===== config.mk =====
export PLATFORM = sky130hd
export DESIGN_NAME = pti_front
export DESIGN_NICKNAME = d
export VERILOG_FILES = /design/src/hw/rtl/pti_pkg.sv /design/src/hw/rtl/pti_front.sv
export SDC_FILE = /design/constraint.sdc
export NUM_CORES = 1
export LEC_CHECK = 0
export BUFFER_PORTS_ARGS = -buffer_cell sky130_fd_sc_hd__buf_2
export CAP_MARGIN = 20
export CORE_MARGIN = 1.5
export CORE_UTILIZATION = 45
export CTS_BUF_LIST = sky130_fd_sc_hd__clkbuf_8 sky130_fd_sc_hd__clkbuf_16
export DETAILED_ROUTE_END_ITERATION = 8
export PLACE_DENSITY = 0.68
export SLEW_MARGIN = 20
export SYNTH_ARGS = -nofsm -noshare
export SYNTH_HDL_FRONTEND = slang
export SYNTH_SLANG_ARGS = --single-unit

===== constraint.sdc =====
create_clock -name clk_i -period 3.1 [get_ports clk_i]
set_input_delay 0 -clock clk_i [delete_from_list [all_inputs] [get_ports clk_i]]
set_output_delay 0 -clock clk_i [all_outputs]
set_load 0.1 [all_outputs]

===== src/hw/rtl/pti_pkg.sv =====
// ----------------------------------------------------------------------------
// Patricia trie package
// Shared widths, status codes, state encodings and the front-to-back record.
// ----------------------------------------------------------------------------
package pti_pkg;

  localparam int unsigned KeyBits  = 32;
  localparam int unsigned MaxNodes = 256;
  localparam int unsigned IdxW     = $clog2(MaxNodes);
  localparam int unsigned CntW     = IdxW + 1;
  localparam int unsigned BitW     = $clog2(KeyBits + 2);
  localparam int unsigned LenW     = 6;
  localparam int unsigned StatW    = 3;
  localparam int unsigned QDepth   = 2;
  localparam int unsigned QPtrW    = $clog2(QDepth);

  typedef enum logic [StatW-1:0] {
    StInserted = 3'd0,
    StPresent  = 3'd1,
    StFound    = 3'd2,
    StNotFound = 3'd3,
    StFull     = 3'd4
  } status_e;

  typedef enum logic {
    ActInsert = 1'b0,
    ActSearch = 1'b1
  } action_e;

  typedef enum logic [3:0] {
    SIdle,
    SHead,
    SWalkRd,
    SWalkChk,
    SCmp,
    SDiff,
    SWalk2Rd,
    SWalk2Chk,
    SWrite,
    SOut
  } eng_state_e;

  // item as handed from the front to the back
  typedef struct packed {
    logic                 search;
    logic [KeyBits-1:0]   key;
    logic [BitW-1:0]      len;
  } req_t;

  // bit b (1..len) of key k; 0 outside that range
  function automatic logic key_bit(logic [KeyBits-1:0] k, logic [BitW-1:0] b,
                                   logic [BitW-1:0] len);
    logic [BitW-1:0] pos;
    pos = len - b;
    if (b == '0 || b > len) begin
      return 1'b0;
    end
    return k[pos[$clog2(KeyBits)-1:0]];
  endfunction

endpackage


===== src/hw/rtl/pti_front.sv =====
// ----------------------------------------------------------------------------
// Patricia trie front end
// Accepts items, fixes the effective key length and queues.
// ----------------------------------------------------------------------------
module pti_front (
  input  logic                        clk_i,
  input  logic                        rst_ni,
  input  logic                        push,
  output logic                        full,
  input  logic                        action_i,
  input  logic [pti_pkg::KeyBits-1:0] key_i,
  input  logic [pti_pkg::LenW-1:0]    len_cfg_i,
  output logic                        req_valid_o,
  output pti_pkg::req_t               req_o,
  input  logic                        req_take_i
);
  import pti_pkg::*;

  req_t             q_mem_q [QDepth];
  logic [QPtrW-1:0] wr_q, rd_q;
  logic [QPtrW:0]   cnt_q;
  logic [BitW-1:0]  len_eff;
  logic             do_push, do_pop;

  always_comb begin
    if (len_cfg_i == '0) begin
      len_eff = BitW'(1);
    end else if (BitW'(len_cfg_i) > BitW'(KeyBits)) begin
      len_eff = BitW'(KeyBits);
    end else begin
      len_eff = BitW'(len_cfg_i);
    end
  end

  assign full        = (cnt_q == (QPtrW+1)'(QDepth));
  assign do_push     = push && !full;
  assign req_valid_o = (cnt_q != '0);
  assign do_pop      = req_take_i && req_valid_o;
  assign req_o       = q_mem_q[rd_q];

  always_ff @(posedge clk_i) begin
    if (do_push) begin
      q_mem_q[wr_q] <= '{search: action_i, key: key_i, len: len_eff};
    end
  end

  always_ff @(posedge clk_i or negedge rst_ni) begin
    if (!rst_ni) begin
      wr_q  <= '0;
      rd_q  <= '0;
      cnt_q <= '0;
    end else begin
      if (do_push) wr_q <= wr_q + 1'b1;
      if (do_pop)  rd_q <= rd_q + 1'b1;
      cnt_q <= cnt_q + (QPtrW+1)'(do_push) - (QPtrW+1)'(do_pop);
    end
  end

  assert property (@(posedge clk_i) disable iff (!rst_ni)
    cnt_q <= (QPtrW+1)'(QDepth))
    else $error("queue count overflow");
  assert property (@(posedge clk_i) disable iff (!rst_ni)
    full |-> req_valid_o)
    else $error("full queue shows no item");
  assert property (@(posedge clk_i) disable iff (!rst_ni)
    (do_push && !do_pop) |=> cnt_q == $past(cnt_q) + 1'b1)
    else $error("push lost");

endmodule


==> impl_metrics.ini <==
[outcome]
status = finished with violations
violations = design-rule violations

[floorplan]
num_rows = 29
die_h_um = 85.6
start_util_pct = 47.6
fp.dieArea_um2 = 7330
ios = 84
die_w_um = 85.6
core_area_um2 = 6460

[cts]
clk_pin_slew_ns = 0.09
cts_sinks = 82
cts-htree-levels = 3
cts_buffers = 9
cts_root_buf = clkbuf_8
post_cts_resized = 0
tritoncts = yes
clk_latency_ns = 0.35
ctsLongestPathBuffers = 2

[yosys]
ys_seq_area_share_pct = 79.5
synth.distinct_cells = 17
ys_top_cells_by_area = edfxtp_1 76%, mux2_2 14%, dfrtp_1 3.3%
avgSynthCellArea_um2 = 20.9
ys_ff_latch = 82
syn_inst = 147
synth.cell_area_um2 = 3070
synth_warnings = 0
syn-num-nets = 192
synth_top_area_cell = edfxtp_1
yosysTopAreaCellShare_pct = 76.3

[drt]
vias_per_cell = 4.78
drt_iter0_drc = 100
drt_wl_total_um = 5600
wire_per_inst_um = 15.7
drc = 5
vias = 1703
dr.pass1.iters = 6
antenna_left = 0

[hold_path]
min_path_cells = 2
holdPathEnd = q_mem_q[0][1]
hold_path_class = in2reg
hp-start = len_cfg_i[1]

[final_layout]
area_growth_pct = 34.8
antenna_cells = 0
layout-drive-gt1-share_pct = 50.9
fin_nets = 319

[global_routing]
gr-total-overflow = 0
grt_max_degree = 41
grtUsageTotal_pct = 16.2
grt_pass1_vias = 1800
grt_antenna_before_repair = 0
grt_pass1_wl_um = 8620

[worst_setup_path]
rr_worst_depth = 2
cp.arrival_ns = 2.10
cp_max_fo = 40
worst_setup_path_start_kind = flop
r2r-start = cnt_q[1]
ff2ff_setup_slack_ns = 1.36
cp-end-kind = output pin
worst_ep_required_time_ns = 3.10
critPathKind = reg2out
r2r-end = q_mem_q[1][12]

[placed_design]
hpwl_um = 3200
globalplace.congestion = 0.701
numPortBuffers = 83

[sta]
clock_skew_ns = 0.0110
finalMaxSlewViolations = 0
worst_pin_slew_ns = 0.937
rsz0062_at_grt = false
finalSetupTns_ns = 0
fin_crit_ns = 2.10
relSlewSlack_pct = 37.6
hold_viol = 0
max_freq_ghz = 0.476
post-route-period-util_pct = 67.8
setup_viol = 0

[flow_run]
cap_violations = 0
-- final cells by class --
type                    instances  area (µm²)
flip-flops and latches         82        2440
fillers                       459        2320
repair buffers                121         793
multi-input cells              58         582
clock buffers                   9         124
well taps                      77        96.3
clock inverters                 7        93.8
inverters                       2        7.51
-- flip-flops by register name, summed over array words and instances, names as in the netlist --
name / count
rd_q: 1
cnt_q: 2
q_mem_q: 78
wr_q: 1
-- through the flow --
step	hold WS, ns	instance area [µm²]	worst slack [ns]	cells	util [%]
5_1_grt	0.0298	4140	0.896	356	64.1
4_1_cts	0.0109	4140	0.964	356	64.1
2_1_floorplan	-0.296	3070	0.432	147	-
3_3_place_gp	-0.188	3550	1.37	303	55.0
3_5_place_dp	-0.189	3550	1.35	303	55.0
6_report	0.0185	4140	0.997	356	64.1
-- worst max path at each step --
| stage | from | end | slack, ns | cells past startpoint |
|---|---|---|---|---|
| after global routing | rd_q | req_o[15] | 0.90 | 2 |
| after global placement | rd_q | req_o[15] | 1.37 | 2 |
| final | rd_q | req_o[15] | 1.0 | 2 |
| after floorplan | cnt_q[1] | q_mem_q[0][0] | 0.43 | 3 |
| after detailed placement | cnt_q[0] | q_mem_q[1][34] | 1.35 | 2 |
| after CTS | rd_q | req_o[15] | 0.96 | 2 |
-- routing by layer --
metal,routed length [µm],up-vias,share of wire [%],GRT usage (%)
li1,-,817,-,-
met1,2390,823,43,18.8
met2,2880,58,51,28.3
met3,294,5,5.2,4.81
met4,38,0,0.68,6.60
met5,0,-,0,0
-- cells by family after synthesis --
group         after synthesis  synth area share, %
xor+xnor                    4                 1.14
fa+ha+maj                   2                0.815
buf+inv                     7                 1.83
flops                      82                 79.5
mux                        39                 14.3
simple gates               13                 2.40
-- cell usage after synthesis --
cell type	number
mux2_2	39
dfrtp_1	4
and3_1	1
nor2b_1	4
xor2_1	1
ha_1	2
edfxtp_1	78
buf_6	4
and2_4	1
clkbuf_1	1
nand2_1	1
inv_1	2
or2_1	1
nand2b_1	1
nor2_1	3
nor4_1	1
xnor2_1	3
-- repair_timing --
action / in CTS / in global routing
hold endpoints to repair: 73 / 0
hold buffers: 37 / 0
endpoints found under the setup margin: 0 / 0
buffers inserted: 0 / 0
-- critical path: stages (launching register included) --
cell and delay [ns]:
dfrtp_2 0.98, mux2_2 0.32, buf_2 0.43
-- layout by cell type, fill, tap and decap left out, types with 2 or more instances in the layout --
cell type and instances:
buf_2 83, bufinv_16 2, clkbuf_8 9, dfrtp_1 3
dlygate4sd3_1 37, edfxtp_1 78, ha_1 2, inv_1 3
mux2_2 39, nor2_1 2, nor2b_1 4, xnor2_1 3
Power is left out: the tool's default activity adds up to more than one toggle a clock period on the data nets, which glitch-free logic cannot reach.
